<file path="src/rtl/ipj_pkg.sv">
package ipj_pkg;

  // Field and register widths.
  localparam int VOX_W      = 8;
  localparam int ACC_W      = 16;
  localparam int ADDR_W     = 16;
  localparam int SIZE_W     = 9;
  localparam int CNT_W      = 8;
  localparam int DIR_W      = 2;
  localparam int MODE_W     = 2;
  localparam int CFG_IDX_W  = 3;
  localparam int CFG_DATA_W = 9;

  // Volume size limits.
  localparam logic [SIZE_W-1:0] MAX_ROW    = 9'd256;
  localparam logic [SIZE_W-1:0] MAX_COL    = 9'd256;
  localparam logic [SIZE_W-1:0] MAX_PLANES = 9'd256;

  // Accumulator store depth.
  localparam int MEM_DEPTH = 1 << ADDR_W;

  // Configuration register indexes.
  localparam logic [CFG_IDX_W-1:0] IDX_ROW_SIZE    = 3'd0;
  localparam logic [CFG_IDX_W-1:0] IDX_COL_SIZE    = 3'd1;
  localparam logic [CFG_IDX_W-1:0] IDX_PLANE_COUNT = 3'd2;
  localparam logic [CFG_IDX_W-1:0] IDX_DIRECTION   = 3'd3;
  localparam logic [CFG_IDX_W-1:0] IDX_MODE        = 3'd4;

  // Projection axis codes.
  localparam logic [DIR_W-1:0] DIR_X = 2'd0;
  localparam logic [DIR_W-1:0] DIR_Y = 2'd1;
  localparam logic [DIR_W-1:0] DIR_Z = 2'd2;

  // Raw mode register codes.
  localparam logic [MODE_W-1:0] MODE_CODE_MEAN = 2'd0;
  localparam logic [MODE_W-1:0] MODE_CODE_MAX  = 2'd1;

  // Operating mode after decoding.
  typedef enum logic [MODE_W-1:0] {
    MODE_MEAN = 2'd0,
    MODE_MAX  = 2'd1,
    MODE_SUM  = 2'd2
  } mode_t;

  // Operation queue between front and back; the depth is a power of two.
  localparam int OPQ_DEPTH = 4;
  localparam int OPQ_PTR_W = $clog2(OPQ_DEPTH);
  localparam logic [OPQ_PTR_W:0] OPQ_FULL_CNT = (OPQ_PTR_W+1)'(OPQ_DEPTH);

  // Mean divider: dividend 2*acc+len, divisor 2*len.
  localparam int DIV_N_W   = ACC_W + 2;
  localparam int DIV_D_W   = SIZE_W + 1;
  localparam int DIV_CNT_W = $clog2(DIV_N_W);

  // One classified voxel, as handed from front to back.
  typedef struct packed {
    logic [VOX_W-1:0]  voxel;
    logic [ADDR_W-1:0] addr;
    logic              first;
    logic              done;
    logic              last;
    logic [SIZE_W-1:0] line_len;
    mode_t             mode;
  } op_t;

  // One finished result offered by the back part.
  typedef struct packed {
    logic              valid;
    logic [ACC_W-1:0]  value;
    logic [ADDR_W-1:0] index;
    logic              last;
  } res_t;

  // A size of zero acts as one, a size above the limit acts as the limit.
  function automatic logic [SIZE_W-1:0] clamp_size(input logic [SIZE_W-1:0] v,
                                                   input logic [SIZE_W-1:0] lim);
    logic [SIZE_W-1:0] r;
    if (v == '0) begin
      r = SIZE_W'(1);
    end else if (v > lim) begin
      r = lim;
    end else begin
      r = v;
    end
    return r;
  endfunction

endpackage

</file>
<file path="src/rtl/ipj_opq.sv">
module ipj_opq
  import ipj_pkg::*;
(
  input  logic clk,
  input  logic rst_n,
  input  logic wr,
  input  op_t  wr_data,
  input  logic rd,
  output op_t  rd_data,
  output logic full,
  output logic empty
);

  op_t                q_r [OPQ_DEPTH];
  logic [OPQ_PTR_W-1:0] wr_ptr_r, rd_ptr_r;
  logic [OPQ_PTR_W:0]   cnt_r;

  assign full    = (cnt_r == OPQ_FULL_CNT);
  assign empty   = (cnt_r == '0);
  assign rd_data = q_r[rd_ptr_r];

  // Entry storage.
  always_ff @(posedge clk) begin
    if (wr) begin
      q_r[wr_ptr_r] <= wr_data;
    end
  end

  // Pointers and fill count.
  always_ff @(posedge clk) begin
    if (!rst_n) begin
      wr_ptr_r <= '0;
      rd_ptr_r <= '0;
      cnt_r    <= '0;
    end else begin
      if (wr) begin
        wr_ptr_r <= wr_ptr_r + OPQ_PTR_W'(1);
      end
      if (rd) begin
        rd_ptr_r <= rd_ptr_r + OPQ_PTR_W'(1);
      end
      if (wr && !rd) begin
        cnt_r <= cnt_r + (OPQ_PTR_W+1)'(1);
      end else if (rd && !wr) begin
        cnt_r <= cnt_r - (OPQ_PTR_W+1)'(1);
      end
    end
  end

endmodule

</file>
<file path="config.mk">
export PLATFORM = sky130hd
export DESIGN_NAME = ipj_opq
export DESIGN_NICKNAME = d
export VERILOG_FILES = /design/src/rtl/ipj_pkg.sv /design/src/rtl/ipj_opq.sv
export SDC_FILE = /design/constraint.sdc
export NUM_CORES = 1
export LEC_CHECK = 0
export BUFFER_PORTS_ARGS = -buffer_cell sky130_fd_sc_hd__clkbuf_2
export CAP_MARGIN = 10
export CORE_ASPECT_RATIO = 1.1
export CORE_MARGIN = 4
export CORE_UTILIZATION = 54
export CTS_CLUSTER_DIAMETER = 30
export DETAILED_ROUTE_END_ITERATION = 8
export PLACE_DENSITY = 0.76
export RECOVER_POWER = 100
export REMOVE_ABC_BUFFERS = 1
export SLEW_MARGIN = 25
export SYNTH_ARGS = -nofsm -noshare
export SYNTH_HDL_FRONTEND = slang
export SYNTH_SLANG_ARGS = --single-unit
</file>
<file path="constraint.sdc">
create_clock -name clk -period 2.3 [get_ports clk]
set_clock_uncertainty 0.05 [all_clocks]
set_input_delay 0.345 -clock clk [delete_from_list [all_inputs] [get_ports clk]]
set_output_delay 0.345 -clock clk [all_outputs]
set_load 0.01 [all_outputs]
</file>
; Word-level counts from Yosys, hierarchy flattened
; Memories as Yosys holds them, arrays and structs flattened. A register that Yosys moved wholly into a read port is not among the register bits.
; Cells that the tools add are included.
[totals]
register_bits = 7
ramBits = 152
in_bits = 42
output_inout_bits = 40
wordCells = 21
memories = 1
[memory_table]
columns = memory, depth, width, read_ports, rd_clocked_by_memory_dff, wr, line
row1 = q_r, 4, 38, 1, 1, 1, ipj_opq.sv:14  ; op_t q_r [OPQ_DEPTH];
[classes]
addsub = 4
n_eq_ne = 1
n_mux = 6
n_reduce_logical = 6
[op_table]
columns = cell, n
row1 = $mux W3, 2
row2 = $add A2 B1 Y2 const B, 2
row3 = $mux W2, 2
row4 = $add A3 B1 Y3 const B, 1
row5 = $eq A3 B3 Y1 const B, 1
row6 = $logic_not A3 Y1, 1
row7 = $sub A3 B1 Y3 const B, 1
row8 = $logic_and A1 B1 Y1, 2
row9 = $logic_not A1 Y1, 2
row10 = $mux W1, 2
row11 = $reduce_bool A2 Y1, 1

; Longest topological paths before layout
[logic_depth]
depth_word = 4
ltp_mapped = 7
ltp_nobuf = 7

; Worst setup path after synthesis
; OpenSTA, ideal clock, no wires.
[synth_timing]
path_type = flip-flop to flip-flop
startpoint = register wr_ptr_r[0]
endpoint = memory q_r[2][0] (netlist name) (enable)
setup_time_ps = 399
arrival_time_ps = 1464
required_ps = 1851
slack_ps = 387
stages_incl_launch_ff = 4
path_buffers = 0
synth_period_minus_slack_ps = 1913
path_cell_list = dfxtp_1 -> inv_1 -> ha_1 -> and2_1
[synth_rtl]
columns = element, line
row1 = start: declaration, ipj_opq.sv:15  ; logic [OPQ_PTR_W-1:0] wr_ptr_r, rd_ptr_r;
row2 = start signal: assignment, ipj_opq.sv:37  ; wr_ptr_r <= wr_ptr_r + OPQ_PTR_W'(1);
row3 = end: declaration, ipj_opq.sv:14
; Straight into the memory's write port.

==> results.md <==
* Worst setup EP type: output pin
* Die height at 118 um
* TNS Setup at 0 ps
* Tot Pwr at 6.63 mW
* Global Route met2 Usage at 25.9%
* Gr ovfl total at 0
* Cells along the critical path: buf_6, mux4_2, clkbuf_1
* R2r setup slk at 240 ps
* Max H-tree Level at 4
* Rows at 39
* Cell count after synthesis at 241
* Area growth syn-to-layout at 18.3%
* CP max FO at 21
* Global routing's busiest layer: met2
* Max Transition Viols Final at 0
* # Max-Cap Violations at 0
* CTS resizes at 0
* Sequential element share of the synthesized area at 79.8%
* Worst EP required at 1900 ps
* DR WL/cell at 19.0 um
* Share of cells above drive strength 1 at 24.4%
* CP max stage delay at 570 ps
* Hold path startpoint: wr_data[24]
* WHS Endpoint: q_r[3][24]
* GR Util All Layers at 16.3%
* Chip width at 108 um
* Yosys cell types at 22
* CTS Hold Bufs at 0
* Antenna Violating Nets Remaining at 0
* Mapped cell area at 5940 um2
* Min Hold Slack at 145 ps
* M3 GR Usage at 5.81%
* Clk root buf: clkbuf_16
* Via count at 2673
* Post-DP HPWL at 5820 um
* Final instance area at 7030 um2
* Yosys Warn Count at 0
* Fin. Hold Viols at 0
* Slew margin rel. at 32.8%
* CP Launch Type: register
* Io pins at 82
* Hold Path Depth at 1
* Nets@finish at 392
* Routed vias/inst at 5.35
* Final WS setup at 139 ps
* Post-CTS Setup Inserts at 0
* Crit Path Class: register to output pin
* Initial DRC count at 110
* Area leader, netlist: edfxtp_1
* Tcrit/Tclk final at 94.0%
* CP max stage cell: mux4_2
* Drt drc at 0
* Worst-Margin Slew at 1010 ps
* Antenna Diode Count at 0
* Drt pass-1 iters at 4
* Reg2Reg Capture Point: q_r[0][8]
* Final wirelength at 9480 um
* Final min period at 2160 ps
* Clk sinks at 161
* Max Fclk at 463 MHz
* Commonest non-fill, non-tap cells in the layout: 152 x edfxtp_1, 77 x clkbuf_1, 38 x mux4_2
* Clock Tree Buf Depth at 2
* Status: completed
* CTS tree: built
* Num CTS Buffers at 17
* Yosys top cell area share at 76.8%
* Pleak at 2.24 nW
* Worst Path Arrival at 1770 ps
* Syn_area_per_cell at 24.7 um2
* Min-delay worst type: input pin to register
* Global-route wire length before repair at 15100 um
* Peak VDD IR at 0.586 mV
* Vias in the first global route at 2831
* Die footprint at 12800 um2
* Synth top area cells: edfxtp_1 77%, mux4_2 14%, dfxtp_1 3.0%
* Met1 Use GR at 20.8%
* Post-placement cell area at 6580 um2
* Worst-skew pair later-pin latency at 410 ps
* Synth Register Bits at 161
* Largest net degree at the start of global routing at 39
* Initial antenna violation count at 0
* RD Place Congestion at 0.727
* Most common cell after layout, fill and taps aside: edfxtp_1
* Critical R2R Launch: wr_ptr_r[0]
* RSZ-0062 raised after global routing: false
* Effective utilization at floorplan at 56.1%
* Endpoints failing setup at 0
* Reg2Reg Depth at 4
* Pre-CTS setup slack at 407 ps
* # port buffers at 81
* Power Density at 943 nW/um2
* Core area at 10600 um2
* Clock transition at path regs at 60 ps
worst max-delay path, delay by kind of cell (launching register included):
| family | cells | cell delay (ps) |
|---|---|---|
| buffers and inverters | 2 | 430 |
| flip-flops | 1 | 340 |
| multiplexers | 1 | 570 |
metrics by stage:
step,utilization (%),std cells
floorplan,-,233
global placement,62.1,468
detailed placement,62.1,468
CTS,67.5,500
global route,66.4,500
finish,66.4,500
layer usage:
metal,vias to the layer above,wire [um],share of wire [%]
met2,73,4900,52
met5,-,0,0
met4,0,100,1.1
li1,1217,-,-
met3,10,573,6.0
met1,1373,3910,41
report_power, final:
group          switching [mW]  total (mW)  internal (mW)
registers              0.0430        3.41           3.36
logic                   0.333       0.602          0.269
clock network            1.04        2.62           1.58
total                    1.42        6.63           5.22
final cells by class:
class | count | area, um2
sequential | 161 | 4750
fill | 720 | 3560
multi-input combinational | 68 | 1110
clock buffer | 17 | 425
timing repair buffer | 92 | 409
tap | 143 | 179
clock inverter | 15 | 145
inverter | 4 | 15.0
flip-flops by register name (all words and copies together), names as in the netlist, named ones only:
signal    cells
cnt_r         3
wr_ptr_r      2
rd_ptr_r      2
q_r         152
cells by family after synthesis:
family,count (synthesis),synth area share (%)
AO/OA/AOI/OAI,2,0.210
XOR/XNOR,5,0.737
adder cells (fa/ha/maj),6,1.39
buffers and inverters,12,1.56
flip-flops,161,79.8
multiplexers,40,14.7
AND/OR/NAND/NOR,15,1.54
Yosys cell counts (all sizes together):
master  number
and2         9
nor2b        2
nand2        1
o21ai        1
xnor2        2
inv          4
nor3b        1
buf          7
nor3         1
ha           5
edfxtp     152
a21boi       1
fa           1
clkbuf       1
dfxtp        9
or3          1
mux4        38
mux2i        2
xor2         3
how the worst max path moves through the flow:
| stage | start | to | slack [ps] | cells after the start |
|---|---|---|---|---|
| 3_3_place_gp | wr | cnt_r[2] | 440 | 7 |
| 3_5_place_dp | wr | cnt_r[2] | 410 | 7 |
| 4_1_cts | register | rd_data[35] | 20 | 3 |
| 5_1_grt | register | rd_data[3] | 40 | 3 |
| 2_1_floorplan | register | rd_data[0] | -470 | 1 |
| 6_report | register | rd_data[3] | 140 | 3 |
(Power assumes the default switching activity.)
