File: config.mk
export PLATFORM = sky130hd
export DESIGN_NAME = ipj_front
export DESIGN_NICKNAME = d
export VERILOG_FILES = /design/src/rtl/ipj_pkg.sv /design/src/rtl/ipj_front.sv
export SDC_FILE = /design/constraint.sdc
export NUM_CORES = 1
export LEC_CHECK = 0
export BUFFER_PORTS_ARGS = -buffer_cell sky130_fd_sc_hd__buf_4
export CAP_MARGIN = 20
export CELL_PAD_IN_SITES_DETAIL_PLACEMENT = 1
export CELL_PAD_IN_SITES_GLOBAL_PLACEMENT = 1
export CORE_MARGIN = 3
export CORE_UTILIZATION = 30
export CTS_BUF_LIST = sky130_fd_sc_hd__clkbuf_8
export DETAILED_ROUTE_END_ITERATION = 10
export PLACE_DENSITY_LB_ADDON = 0.3
export SETUP_SLACK_MARGIN = 0.02
export SYNTH_ARGS = -nofsm -noshare
export SYNTH_HDL_FRONTEND = slang
export SYNTH_SLANG_ARGS = --single-unit
File: constraint.sdc
create_clock -name clk -period 6.6 [get_ports clk]
set_input_delay 1.32 -clock clk [delete_from_list [all_inputs] [get_ports clk]]
set_output_delay 1.32 -clock clk [all_outputs]
set_load 0.03 [all_outputs]
File: src/rtl/ipj_pkg.sv
package ipj_pkg;

  // Field and register widths.
  localparam int VOX_W      = 8;
  localparam int ACC_W      = 16;
  localparam int ADDR_W     = 16;
  localparam int SIZE_W     = 9;
  localparam int CNT_W      = 8;
  localparam int DIR_W      = 2;
  localparam int MODE_W     = 2;
  localparam int CFG_IDX_W  = 3;
  localparam int CFG_DATA_W = 9;

  // Volume size limits.
  localparam logic [SIZE_W-1:0] MAX_ROW    = 9'd256;
  localparam logic [SIZE_W-1:0] MAX_COL    = 9'd256;
  localparam logic [SIZE_W-1:0] MAX_PLANES = 9'd256;

  // Accumulator store depth.
  localparam int MEM_DEPTH = 1 << ADDR_W;

  // Configuration register indexes.
  localparam logic [CFG_IDX_W-1:0] IDX_ROW_SIZE    = 3'd0;
  localparam logic [CFG_IDX_W-1:0] IDX_COL_SIZE    = 3'd1;
  localparam logic [CFG_IDX_W-1:0] IDX_PLANE_COUNT = 3'd2;
  localparam logic [CFG_IDX_W-1:0] IDX_DIRECTION   = 3'd3;
  localparam logic [CFG_IDX_W-1:0] IDX_MODE        = 3'd4;

  // Projection axis codes.
  localparam logic [DIR_W-1:0] DIR_X = 2'd0;
  localparam logic [DIR_W-1:0] DIR_Y = 2'd1;
  localparam logic [DIR_W-1:0] DIR_Z = 2'd2;

  // Raw mode register codes.
  localparam logic [MODE_W-1:0] MODE_CODE_MEAN = 2'd0;
  localparam logic [MODE_W-1:0] MODE_CODE_MAX  = 2'd1;

  // Operating mode after decoding.
  typedef enum logic [MODE_W-1:0] {
    MODE_MEAN = 2'd0,
    MODE_MAX  = 2'd1,
    MODE_SUM  = 2'd2
  } mode_t;

  // Operation queue between front and back; the depth is a power of two.
  localparam int OPQ_DEPTH = 4;
  localparam int OPQ_PTR_W = $clog2(OPQ_DEPTH);
  localparam logic [OPQ_PTR_W:0] OPQ_FULL_CNT = (OPQ_PTR_W+1)'(OPQ_DEPTH);

  // Mean divider: dividend 2*acc+len, divisor 2*len.
  localparam int DIV_N_W   = ACC_W + 2;
  localparam int DIV_D_W   = SIZE_W + 1;
  localparam int DIV_CNT_W = $clog2(DIV_N_W);

  // One classified voxel, as handed from front to back.
  typedef struct packed {
    logic [VOX_W-1:0]  voxel;
    logic [ADDR_W-1:0] addr;
    logic              first;
    logic              done;
    logic              last;
    logic [SIZE_W-1:0] line_len;
    mode_t             mode;
  } op_t;

  // One finished result offered by the back part.
  typedef struct packed {
    logic              valid;
    logic [ACC_W-1:0]  value;
    logic [ADDR_W-1:0] index;
    logic              last;
  } res_t;

  // A size of zero acts as one, a size above the limit acts as the limit.
  function automatic logic [SIZE_W-1:0] clamp_size(input logic [SIZE_W-1:0] v,
                                                   input logic [SIZE_W-1:0] lim);
    logic [SIZE_W-1:0] r;
    if (v == '0) begin
      r = SIZE_W'(1);
    end else if (v > lim) begin
      r = lim;
    end else begin
      r = v;
    end
    return r;
  endfunction

endpackage

File: src/rtl/ipj_front.sv
module ipj_front
  import ipj_pkg::*;
(
  input  logic                  clk,
  input  logic                  rst_n,
  input  logic                  cfg_wr,
  input  logic [CFG_IDX_W-1:0]  cfg_index,
  input  logic [CFG_DATA_W-1:0] cfg_data,
  input  logic                  in_push,
  input  logic [VOX_W-1:0]      in_voxel,
  input  logic                  opq_full,
  output logic                  opq_wr,
  output op_t                   opq_data
);

  logic [SIZE_W-1:0] row_size_r, col_size_r, plane_count_r;
  logic [DIR_W-1:0]  direction_r;
  logic [MODE_W-1:0] mode_r;
  logic [CNT_W-1:0]  col_r, row_r, plane_r;
  logic [CNT_W-1:0]  col_nxt, row_nxt, plane_nxt;

  logic [SIZE_W-1:0] rs, cs, ds;
  logic [SIZE_W-1:0] col_inc, row_inc, plane_inc;
  logic              col_end, row_end, plane_end;
  logic              cfg_known;

  logic [CNT_W-1:0]        mul_a, add_term, pos;
  logic [SIZE_W-1:0]       mul_b, line_len;
  logic [CNT_W+SIZE_W-1:0] prod;
  logic [ADDR_W-1:0]       addr_sum;
  logic [SIZE_W-1:0]       pos_inc;
  mode_t                   mode_dec;

  assign rs = clamp_size(row_size_r, MAX_ROW);
  assign cs = clamp_size(col_size_r, MAX_COL);
  assign ds = clamp_size(plane_count_r, MAX_PLANES);

  assign cfg_known = cfg_wr && (cfg_index <= IDX_MODE);

  // Configuration registers.
  always_ff @(posedge clk) begin
    if (!rst_n) begin
      row_size_r    <= 9'd256;
      col_size_r    <= 9'd256;
      plane_count_r <= 9'd1;
      direction_r   <= DIR_Z;
      mode_r        <= MODE_CODE_MEAN;
    end else if (cfg_wr) begin
      unique case (cfg_index)
        IDX_ROW_SIZE:    row_size_r    <= cfg_data;
        IDX_COL_SIZE:    col_size_r    <= cfg_data;
        IDX_PLANE_COUNT: plane_count_r <= cfg_data;
        IDX_DIRECTION:   direction_r   <= cfg_data[DIR_W-1:0];
        IDX_MODE:        mode_r        <= cfg_data[MODE_W-1:0];
        default: ;
      endcase
    end
  end

  // Position of the current voxel inside the volume.
  assign col_inc   = {1'b0, col_r} + SIZE_W'(1);
  assign row_inc   = {1'b0, row_r} + SIZE_W'(1);
  assign plane_inc = {1'b0, plane_r} + SIZE_W'(1);
  assign col_end   = col_inc >= rs;
  assign row_end   = row_inc >= cs;
  assign plane_end = plane_inc >= ds;

  // Pick the projection line that this voxel belongs to.
  always_comb begin
    unique case (direction_r)
      DIR_X: begin
        mul_a = plane_r; mul_b = cs; add_term = row_r; line_len = rs; pos = col_r;
      end
      DIR_Y: begin
        mul_a = plane_r; mul_b = rs; add_term = col_r; line_len = cs; pos = row_r;
      end
      default: begin
        mul_a = row_r; mul_b = rs; add_term = col_r; line_len = ds; pos = plane_r;
      end
    endcase
  end

  // The store address wraps at the store depth.
  assign prod     = mul_a * mul_b;
  assign addr_sum = ADDR_W'(prod + (CNT_W+SIZE_W)'(add_term));
  assign pos_inc  = {1'b0, pos} + SIZE_W'(1);

  // The unused mode codes behave as sum.
  always_comb begin
    unique case (mode_r)
      MODE_CODE_MEAN: mode_dec = MODE_MEAN;
      MODE_CODE_MAX:  mode_dec = MODE_MAX;
      default:        mode_dec = MODE_SUM;
    endcase
  end

  assign opq_wr = in_push && !opq_full;

  always_comb begin
    opq_data.voxel    = in_voxel;
    opq_data.addr     = addr_sum;
    opq_data.first    = (pos == '0);
    opq_data.done     = pos_inc >= line_len;
    opq_data.last     = col_end && row_end && plane_end;
    opq_data.line_len = line_len;
    opq_data.mode     = mode_dec;
  end

  // Raster counters: column fastest, then row, then plane.
  always_comb begin
    col_nxt   = col_r;
    row_nxt   = row_r;
    plane_nxt = plane_r;
    if (cfg_known) begin
      col_nxt   = '0;
      row_nxt   = '0;
      plane_nxt = '0;
    end else if (opq_wr) begin
      col_nxt = col_inc[CNT_W-1:0];
      if (col_end) begin
        col_nxt = '0;
        row_nxt = row_inc[CNT_W-1:0];
        if (row_end) begin
          row_nxt   = '0;
          plane_nxt = plane_end ? '0 : plane_inc[CNT_W-1:0];
        end
      end
    end
  end

  always_ff @(posedge clk) begin
    if (!rst_n) begin
      col_r   <= '0;
      row_r   <= '0;
      plane_r <= '0;
    end else begin
      col_r   <= col_nxt;
      row_r   <= row_nxt;
      plane_r <= plane_nxt;
    end
  end

endmodule

**After elaboration in Yosys (flattened, before gate mapping)**

Cells that the tools add are included.

- Register bits: 55
- Bits in latches: 0
- RAM bits: 0
- Memory bits (read-only): 0
- Input port bits: 25
- Output and inout bits: 39
- Logic and storage cells: 65
- Memories: 0

- $add $sub $neg: 5
- $mul: 1
- Div/mod/pow operators: 0
- Order comparisons: 8
- Eq/ne operators: 6
- Shift operators: 0
- Multiplexer cells: 15
- Bitwise operators: 1
- Reductions and logical operators: 21

Operators by type and width:

| operator | count |
|---|---|
| $mux W9 | 7 |
| $mux W8 | 5 |
| $add A8 B1 Y9 const B | 4 |
| $ge A9 B9 Y1 | 4 |
| $gt A9 B9 Y1 const B | 3 |
| $logic_not A9 Y1 | 3 |
| $pmux W9 S2 | 1 |
| $add A16 B8 Y16 | 1 |
| $mul A8 B9 Y16 | 1 |
| $pmux W8 S2 | 1 |
| $reduce_and A2 Y1 | 6 |
| $logic_not A8 Y1 | 1 |
| $eq A3 B2 Y1 const B | 2 |
| $eq A2 B1 Y1 const B | 2 |
| $logic_and A1 B1 Y1 | 4 |
| $logic_not A2 Y1 | 2 |
| $pmux W2 S2 | 1 |
| $reduce_or A2 Y1 | 2 |
| $eq A3 B1 Y1 const B | 1 |
| $eq A3 B3 Y1 const B | 1 |
| $le A3 B3 Y1 const B | 1 |
| $logic_not A3 Y1 | 1 |
| $reduce_and A3 Y1 | 1 |
| $logic_not A1 Y1 | 1 |
| $not A1 Y1 | 1 |

**Depth between registers and ports, before layout**

Gate-level depths: netlist (run 1).

- Word-level depth: 6
- Mapped depth: 23
- Depth with buffers taken out: 21

**Worst setup path before layout (run 1)**

OpenSTA, ideal clock, no wires.

- Path type: reg2out
- Start: reg direction_r[1]
- End: out opq_data[27] (netlist bit)
- Data arrival time: 5.671 ns
- Required time: 5.280 ns
- Setup slack: -0.391 ns
- Cell stages (with the launch flop): 20
- Buffers on the path: 3
- Path through: dfxtp_1 clkbuf_1 buf_2 nor2_1 buf_2 nor3_1 a21oi_1 or2_2 fa_1 fa_1 inv_1 fa_1 inv_1 fa_1 inv_1 ha_1 o21ai_0 a21oi_1 o211ai_1 o311ai_0

RTL lines:

| element | line | source |
|---|---|---|
| start: declaration | ipj_front.sv:17 | `logic [DIR_W-1:0] direction_r;` |
| start signal: assignment | ipj_front.sv:53 | `IDX_DIRECTION: direction_r <= cfg_data[DIR_W-1:0];` |
| end: declaration | ipj_front.sv:13 | `output op_t opq_data` |

==> results of run 1 <==
[where the power goes]
group	total, W	internal (W)	switching, W
combinational	0.000108	0.0000435	0.0000646
sequential	0.000342	0.000336	0.00000654
clock	0.000242	0.000115	0.000127
total	0.000692	0.000494	0.000198
[synth_stat cells (all sizes together) (19+ instances only)]
cell    count  area [sq um]
nand2     113           424
nor2       79           297
mux2i      27           270
a21oi      50           258
clkbuf     23          86.3
fa         49           981
nor3       20           100
dfxtp      55          1100
nor2b      19           119
o21ai      32           160
a21boi     24           180
ha         77           963
xnor2      22           193
inv       100           375
nand3      19          95.1
[stage by stage]
stage / setup slack (ps) / power [W] / util (%)
CTS: 22.1 / 0.000693 / 35.8
global route: -109 / 0.000723 / 37.4
finish: 142 / 0.000692 / 37.4
detailed placement: 48.3 / 0.000448 / 34.7
global placement: 154 / 0.000447 / 34.7
floorplan: 79.0 / 0.000417 / -
[repair_timing]
item | 4_1_cts | 5_1_grt
endpoints found under the hold margin | 0 | 0
setup endpoints to repair | 5 | 8
setup buffers | 11 | 9
resized for setup | 12 | 64
pin swaps | 4 | 17
gates cloned | 0 | 2
[final cells by class]
class | count | area, sq um
fill | 2676 | 13900
tap | 280 | 350
clock buffer | 5 | 68.8
timing repair buffer | 106 | 855
multi-input combinational | 682 | 5490
inverter | 102 | 387
sequential | 55 | 1110
clock inverter | 3 | 46.3
[registers in the layout, indices dropped and copies added, names as in the netlist]
signal / flops
col_r: 8
col_size_r: 9
direction_r: 2
mode_r: 2
plane_count_r: 9
plane_r: 8
row_r: 8
row_size_r: 9
[metal layers]
layer / part of all wire (%) / wire length (microns) / global-route usage (%) / vias to the layer above
li1: - / - / - / 3076
met1: 49 / 10800 / 25.3 / 3161
met2: 47 / 10400 / 29.6 / 62
met3: 2.7 / 601 / 1.89 / 11
met4: 0.81 / 178 / 2.19 / 0
met5: 0 / 0 / 0 / -
[critical path: stages, from the launching register on]
cell,delay (ps)
dfxtp_4,380
nor2_4,250
buf_12,160
nand2_1,70
o21a_1,140
or2_4,250
fa_1,480
fa_1,540
inv_1,50
fa_1,500
inv_1,50
fa_1,530
inv_1,60
ha_4,280
nand2_2,60
o211ai_1,250
a21o_1,180
a41oi_2,130
xnor2_1,230
buf_4,200
[worst max path at each step]
stage / endpoint / slack, ps
after global routing: opq_data[28] / -110
after global placement: opq_data[29] / 150
after detailed placement: opq_data[29] / 50
after floorplan: opq_data[28] / 80
after CTS: opq_data[27] / 20
final: opq_data[28] / 140
[logic make-up after synthesis]
kind of cell | Yosys count | share of synthesized area (%)
AND/OR/NAND/NOR | 324 | 22.5
multiplexers | 31 | 4.57
flip-flops | 55 | 16.0
adder cells (fa/ha/maj) | 126 | 28.2
AO/OA/AOI/OAI | 163 | 15.6
buffers and inverters | 141 | 8.32
XOR/XNOR | 38 | 4.82
==> impl_metrics.py, run 1 <==
metrics = {
    "floorplan": {
        "io_pins": 64,
        "die_h_microns": 158,
        "num_rows": 54,
        "die_w_microns": 158,
        "dieArea_sq_um": 24900,
        "start_util_pct": 31.0,
        "core-area_sq_um": 22200,
    },
    "routing": {
        "firstDrtPassIters": 4,
        "wire_per_inst_microns": 17.9,
        "avgViaCountPerCell": 5.12,
        "via_count": 6310,
        "drtIter0Drc": 295,
        "final_antenna_net_count": 0,
        "drt_wl_total_microns": 22000,
        "route.detailed.drc": 0,
    },
    "logic_synthesis": {
        "ys_ff_latch": 55,
        "yosysWarnings": 0,
        "ys_seq_area_share_pct": 16.0,
        "ys.flop_type": "dfxtp_1",
        "syn-num-nets": 1029,
        "yosys.cell_types.count": 55,
        "syn_area_sq_um": 6900,
        "synth_edf_count": 0,
        "netlist_instances": 878,
        "ys_async_sr_fraction_pct": 0,
        "avgSynthCellArea_sq_um": 7.86,
    },
    "sta": {
        "relSlewSlack_pct": 33.0,
        "final_hold_viol_count": 0,
        "setup_viol": 0,
        "period_share_pct": 97.9,
        "clock.fmax_mhz": 155,
        "worst_pin_slew_ps": 1000,
        "slew_violations": 0,
        "clock_skew_ps": 13.8,
        "whs_ps": 498,
        "setup_tns_ps": 0,
        "finalCriticalPeriod_ps": 6460,
    },
    "setup_path": {
        "crit_arrival_ps": 5140,
        "r2r_cells": 20,
        "crit_type": "flop to output pin",
        "critPathLaunch": "direction_r[1]$_SDFFE_PN1P_",
        "critPathCaptureType": "output pin",
        "cp-start-kind": "flop",
        "required_ps": 5280,
        "reg2reg_to": "plane_r[5]$_SDFFE_PP0P_",
        "regToRegSetupSlack_ps": 2620,
        "critPathMaxFanout": 7,
        "rr_startpoint": "col_size_r[7]$_SDFFE_PN0P_",
    },
    "finish": {
        "area_growth_syn_to_layout_pct": 20.3,
        "final_nets": 1103,
        "final_common_cell": "nand2_1",
        "final_cell_mix": "nand2_1, buf_4, inv_1, nor2_1, ha_1",
        "postLayoutCellArea_sq_um": 8300,
        "antenna-diode-count": 0,
        "drive_above_1_share_pct": 20.3,
        "layout.cells.non_filler": 1233,
    },
    "grt": {
        "grt_pass1_vias": 6527,
        "grt_pass1_wl_microns": 35100,
        "grt_max_degree": 36,
        "antenna_found_initial": 0,
        "grt_overflow_total": 0,
        "track_usage_pct": 17.7,
    },
    "placement": {
        "place_inst": 1203,
        "gp_congestion": 0.855,
        "dp_hpwl_microns": 17400,
        "placed_area_sq_um": 7710,
        "io_buffers": 47,
    },
    "clock_tree": {
        "cts.sinks": 55,
        "cts_tree": "yes",
        "cts_buffers": 5,
        "clockRootBuffer": "clkbuf_8",
        "clk_pin_slew_worst_paths_ps": 110,
        "clock_path_buffers": 2,
        "cts_hold_buffers": 0,
        "h-tree-depth": 2,
        "insertion_delay_ps": 330,
    },
    "min_path": {
        "worstHoldPathCells": 2,
        "min_from": "plane_count_r[0]$_SDFFE_PN1P_",
        "whs_endpoint": "plane_count_r[0]$_SDFFE_PN1P_",
        "hold_path.class": "flop to flop",
    },
    "power_and_ir_drop": {
        "power_density_nw_per_um2": 83.4,
        "peakVddDrop_mv": 0.101,
        "p_leak_nw": 3.72,
    },
    "status": {
        "status": "completed",
    },
    "run": {
        "drv_cap": 0,
    },
}
(Power assumes the default switching activity.)
==> run 2, diff against run 1 <==
Settings changed: CTS_BUF_LIST sky130_fd_sc_hd__clkbuf_8 to sky130_fd_sc_hd__clkbuf_4 sky130_fd_sc_hd__clkbuf_8 sky130_fd_sc_hd__clkbuf_16.
==> impl_metrics.py, run 2 (synthesis gave the netlist of run 1 again) <==
metrics = {
    "sta": {
        "worst_pin_slew_ps": 984,
        "setup_tns_ps": 0,
        "clock.fmax_mhz": 156,
        "slew_violations": 0,
        "grt_setup_unrepaired": "true",
        "final_hold_viol_count": 0,
        "setup_viol": 0,
        "clock_skew_ps": 8.64,
        "period_share_pct": 97.4,
        "finalCriticalPeriod_ps": 6430,
        "whs_ps": 499,
        "relSlewSlack_pct": 34.2,
    },
    "setup_path": {
        "crit_type": "flop to output pin",
        "reg2reg_to": "plane_r[5]$_SDFFE_PP0P_",
        "required_ps": 5280,
        "critPathCaptureType": "output pin",
        "critPathMaxFanout": 7,
        "crit_slowest_cell": "fa_1",
        "cp-start-kind": "flop",
        "regToRegSetupSlack_ps": 2880,
        "r2r_cells": 12,
        "slowest_delay_ps": 550,
        "crit_path_frequent_cell": "fa_1",
        "crit_arrival_ps": 5110,
        "crit_chain": "nor2_4, buf_12, nand2_1, o21a_1, buf_4, or2_2, fa_1, fa_1, inv_1, fa_1, ha_1, ha_1, and3_1, a31oi_1, o21ai_0, a41oi_2, xnor2_1, buf_4",
        "cpLargestDelayFamily": "adder cells",
        "rr_startpoint": "row_r[0]$_SDFFE_PP0P_",
        "crit_buf_inv": 4,
    },
    "clock_tree": {
        "clock_path_buffers": 2,
        "clk_pin_slew_worst_paths_ps": 80,
        "h-tree-depth": 2,
        "clockRootBuffer": "clkbuf_16",
        "cts_buffers": 5,
        "cts_tree": "yes",
        "insertion_delay_ps": 310,
        "cts.sinks": 55,
    },
    "finish": {
        "reg_top3": "col_size_r: 9 flops, plane_count_r: 9 flops, row_size_r: 9 flops",
        "area_growth_syn_to_layout_pct": 19.8,
        "final_util_pct": 37.2,
        "drive_above_1_share_pct": 18.9,
        "final_common_cell": "nand2_1",
        "antenna-diode-count": 0,
        "final_cell_mix": "nand2_1, inv_1, buf_4, nor2_1, ha_1",
        "fillerInstances": 2685,
        "final_nets": 1094,
    },
    "grt": {
        "grt_pass1_wl_microns": 34800,
        "track_usage_pct": 17.6,
        "grt_max_degree": 36,
        "grt_pass1_vias": 6461,
        "antenna_found_initial": 0,
        "grt_overflow_total": 0,
    },
    "min_path": {
        "worstHoldPathCells": 2,
        "min_from": "plane_count_r[0]$_SDFFE_PN1P_",
        "hold_path.class": "flop to flop",
        "whs_endpoint": "plane_count_r[0]$_SDFFE_PN1P_",
    },
    "placement": {
        "io_buffers": 47,
        "dp_hpwl_microns": 17400,
        "gp_congestion": 0.855,
    },
    "floorplan": {
        "start_util_pct": 31.0,
        "num_rows": 54,
        "die_h_microns": 158,
        "die_w_microns": 158,
        "core-area_sq_um": 22200,
        "dieArea_sq_um": 24900,
        "io_pins": 64,
    },
    "status": {
        "status": "completed",
    },
    "routing": {
        "drt_wl_total_microns": 21700,
        "firstDrtPassIters": 4,
        "route.detailed.drc": 0,
        "via_count": 6253,
        "avgViaCountPerCell": 5.11,
        "drtIter0Drc": 280,
        "wire_per_inst_microns": 17.7,
        "final_antenna_net_count": 0,
    },
    "power_and_ir_drop": {
        "power_density_nw_per_um2": 92.9,
        "peakVddDrop_mv": 0.0898,
        "p_leak_nw": 3.69,
    },
    "run": {
        "drv_cap": 0,
    },
}
==> run 2: cell count changes in the layout (fill, tap and decap cells not counted), sizes merged <==
cell,before,now
buf,104,94
clkinvlp,2,3
==> run 2: worst max path at each step <==
stage / end / cells past startpoint / start / slack [ps]
floorplan: opq_data[28] / 20 / direction_r[1]$_SDFFE_PN1P_ / 80
global placement: opq_data[29] / 19 / col_size_r[5]$_SDFFE_PN0P_ / 150
detailed placement: opq_data[29] / 19 / col_size_r[5]$_SDFFE_PN0P_ / 50
CTS: opq_data[27] / 16 / direction_r[1]$_SDFFE_PN1P_ / 20
global route: opq_data[28] / 19 / row_size_r[7]$_SDFFE_PN0P_ / -100
finish: opq_data[28] / 18 / direction_r[1]$_SDFFE_PN1P_ / 170
==> run 2: layer usage <==
metal	up-vias	global-route usage (%)	routed length (microns)
li1	3068	-	-
met1	3117	25.3	10900
met2	58	29.0	10100
met3	10	1.86	514
met4	0	3.10	150
met5	-	0	0
==> run 2: final cells by class <==
type	count	area (sq um)	share of cell area, %
Multi-Input combinational cell	682	5460	66.1
Clock inverter	3	46.3	0.560
Timing Repair Buffer	96	779	9.43
Inverter	102	387	4.68
Clock buffer	5	125	1.51
Timing Repair inverter	1	7.51	0.0908
Sequential cell	55	1110	13.4
Tap cell	280	350	4.24
==> run 2: worst min-delay path: stages (launching register included) <==
cell and delay (ps):
dfxtp_1 330, nand2_1 60, nand3_1 70
==> run 2: what timing repair did <==
item	4_1_cts	5_1_grt
hold buffers	0	0
gates resized for setup	9	57
setup buffers	2	8
hold endpoints to repair	0	0
endpoints found under the setup margin	5	8
gates cloned	0	3
pin swaps	4	20
==> run 2: per-stage QoR <==
step | instance area [sq um] | worst slack [ps] | instances | power, W
final | 8260 | 170 | 1224 | 0.000768
after global routing | 8260 | -100 | 1224 | 0.000796
after CTS | 7920 | 22.2 | 1213 | 0.000766
after detailed placement | 7710 | 48.3 | 1203 | 0.000448
after global placement | 7710 | 154 | 1203 | 0.000447
after floorplan | 6920 | 79.0 | 878 | 0.000417
==> run 2: power breakdown <==
part           internal (W)  switching [W]
registers          0.000336     0.00000685
clock network      0.000181       0.000138
logic             0.0000422      0.0000636
==> run 3, diff against run 2 <==
Settings changed: ABC_AREA from default to 1.
==> impl_metrics.py, run 3 <==
metrics = {
    "placement": {
        "gp_congestion": 0.900,
        "dp_hpwl_microns": 19600,
        "dp_slack_ps": -1.02,
        "io_buffers": 47,
    },
    "sta": {
        "clock_skew_ps": 6.59,
        "period_share_pct": 96.9,
        "grt_setup_unrepaired": "true",
        "setup_viol": 0,
        "whs_ps": 485,
        "slew_violations": 0,
        "setup_ws_ps": 205,
        "finalCriticalPeriod_ps": 6390,
        "relSlewSlack_pct": 54.1,
        "clock.fmax_mhz": 156,
        "final_hold_viol_count": 0,
        "worst_pin_slew_ps": 686,
    },
    "logic_synthesis": {
        "yosys.cell_types.count": 44,
        "synth_fa_ha_area_share_pct": 27.7,
        "avgSynthCellArea_sq_um": 6.63,
        "ys.flop_type": "dfxtp_1",
        "syn-num-nets": 1211,
        "netlist_instances": 1060,
        "synth_top_family_by_area": "adder cells",
        "synth_edf_count": 0,
        "ys_ff_latch": 55,
        "yosysMostFrequentCell": "nand2_1",
        "synth-xor-area-share_pct": 3.24,
        "netlist_top_cells_area": "dfxtp_1, fa_1, ha_1",
        "yosysWarnings": 0,
        "ys_async_sr_fraction_pct": 0,
        "ys_seq_area_share_pct": 15.7,
        "synth_compound_area_share_pct": 11.4,
        "synth_common_cells": "nand2_1, inv_1, nor2_1",
        "synth_top_area_share_pct": 15.7,
        "synth_mux_area_share_pct": 0.285,
        "synth-simple-area-share_pct": 27.6,
        "synth_top_area_cell": "dfxtp_1",
        "syn_area_sq_um": 7030,
    },
    "floorplan": {
        "core-area_sq_um": 22800,
        "start_util_pct": 30.8,
        "die_w_microns": 159,
        "io_pins": 64,
        "die_h_microns": 159,
        "dieArea_sq_um": 25300,
        "num_rows": 55,
    },
    "clock_tree": {
        "cts_hold_buffers": 0,
        "cts.sinks": 55,
        "h-tree-depth": 2,
        "insertion_delay_ps": 320,
        "clockRootBuffer": "clkbuf_16",
        "cts_buffers": 5,
        "clk_pin_slew_worst_paths_ps": 70,
        "cts_tree": "yes",
        "clock_path_buffers": 2,
    },
    "finish": {
        "area_growth_syn_to_layout_pct": 17.6,
        "final_cell_mix": "nand2_1, inv_1, nor2_1, buf_4, ha_1",
        "final_nets": 1276,
        "reg_top3": "col_size_r: 9 flops, plane_count_r: 9 flops, row_size_r: 9 flops",
        "antenna-diode-count": 0,
        "final_util_pct": 36.2,
        "final_common_cell": "nand2_1",
        "drive_above_1_share_pct": 14.7,
    },
    "grt": {
        "grt_pass1_wl_microns": 37700,
        "antenna_found_initial": 0,
        "grt_overflow_total": 0,
        "grt_max_degree": 33,
        "grt_pass1_vias": 7239,
        "track_usage_pct": 18.3,
    },
    "routing": {
        "drt_wl_total_microns": 23200,
        "route.detailed.drc": 0,
        "firstDrtPassIters": 4,
        "drtIter0Drc": 265,
        "via_count": 6845,
        "avgViaCountPerCell": 4.76,
        "final_antenna_net_count": 0,
        "wire_per_inst_microns": 16.1,
    },
    "setup_path": {
        "crit_arrival_ps": 5070,
        "required_ps": 5280,
        "critPathLaunch": "direction_r[0]$_SDFFE_PN0P_",
        "cpLargestDelayFamily": "adder cells",
        "crit_chain": "nor2_4, buf_4, nand3_1, nand2_2, nand2_1, fa_1, fa_1, inv_1, fa_1, inv_1, fa_1, inv_1, ha_4, nand2_1, nor2_1, nand2_1, o211ai_1, buf_4, a21oi_2, xnor2_1, buf_4",
        "slowest_delay_ps": 550,
        "critPathMaxFanout": 6,
        "regToRegSetupSlack_ps": 3670,
        "crit_cells": 21,
        "rr_startpoint": "row_r[0]$_SDFFE_PP0P_",
        "crit_type": "flop to output pin",
        "crit_buf_inv": 6,
        "reg2reg_to": "plane_r[2]$_SDFFE_PP0P_",
        "cp-start-kind": "flop",
        "r2r_cells": 16,
        "crit_slowest_cell": "fa_1",
        "critPathCaptureType": "output pin",
        "cp-endpoint": "opq_data[28]",
        "crit_path_frequent_cell": "fa_1",
    },
    "power_and_ir_drop": {
        "p_leak_nw": 4.26,
        "power_density_nw_per_um2": 102,
        "peakVddDrop_mv": 0.111,
        "p_total_w": 0.000847,
    },
    "status": {
        "status": "completed",
    },
    "run": {
        "drv_cap": 0,
    },
    "min_path": {
        "hold_path.class": "flop to flop",
    },
}
## run 3: how the worst min path moves through the flow
stage | start | end | slack, ps | depth (start not counted)
after floorplan | row_size_r[0]$_SDFFE_PN0P_ | row_size_r[0]$_SDFFE_PN0P_ | 440 | 2
after global placement | col_size_r[3]$_SDFFE_PN0P_ | col_size_r[3]$_SDFFE_PN0P_ | 470 | 2
after detailed placement | col_size_r[0]$_SDFFE_PN0P_ | col_size_r[0]$_SDFFE_PN0P_ | 480 | 2
after CTS | plane_count_r[3]$_SDFFE_PN0P_ | plane_count_r[3]$_SDFFE_PN0P_ | 490 | 2
after global routing | plane_count_r[3]$_SDFFE_PN0P_ | plane_count_r[3]$_SDFFE_PN0P_ | 520 | 2
final | plane_count_r[3]$_SDFFE_PN0P_ | plane_count_r[3]$_SDFFE_PN0P_ | 490 | 2
## run 3: metal layers
metal	wire (microns)	GRT usage (%)	part of all wire [%]	vias up
li1	-	-	-	3408
met1	10600	23.4	46	3292
met2	11300	32.2	49	108
met3	632	1.77	2.7	37
met4	649	6.37	2.8	0
met5	0	0	0	-
## run 3: kinds of logic (layout without fill, tap and decap cells)
| logic type | count (synthesis) | count (layout) |
|---|---|---|
| AOI/OAI and AO/OA | 147 | 147 |
| buffers and inverters | 245 | 311 |
| xor gates and xnor gates | 26 | 26 |
| DFF | 55 | 55 |
| adders and majority gates | 126 | 126 |
| and+or+nand+nor | 459 | 459 |
| muxes | 2 | 2 |
## run 3: metrics by stage
step / area, sq um / cells / setup TNS [ps]
2_1_floorplan: 7030 / 1060 / 0
3_3_place_gp: 7840 / 1422 / 0
3_5_place_dp: 7840 / 1422 / -1.02
4_1_cts: 8070 / 1433 / 0
5_1_grt: 8270 / 1439 / -197
6_report: 8270 / 1439 / 0
## run 3: where the power goes
part / internal [W] / switching [W] / total [W]
combinational: 0.0000600 / 0.000115 / 0.000175
clock: 0.000184 / 0.000143 / 0.000327
sequential: 0.000339 / 0.00000601 / 0.000345
total: 0.000583 / 0.000265 / 0.000847
## run 3: worst reg2reg max path: stages (launching register included)
cell     delay, ps
dfxtp_1        370
buf_4          190
ha_1           210
nand3_1        110
nor2_1         150
nand3_1        120
nand2_1        120
inv_1           70
ha_1           290
nand2_1         80
nor2_1         140
nand3_1        100
nand4_2        210
nand3_2        360
nand2_1        180
nand2_1         60
nor2_1          90
## run 3: what timing repair did
action	in CTS	in global routing
endpoints found under the setup margin	7	7
hold endpoints to repair	0	0
pin swaps	2	14
gates resized for setup	11	47
setup buffers	3	6
## run 3: cell type report
cell class,count,area (sq um)
inverter,213,800
multi-input combinational,760,5100
sequential,55,1100
fill,3004,14600
timing repair buffer,90,696
clock buffer,5,125
tap,313,392
clock inverter,3,50.0
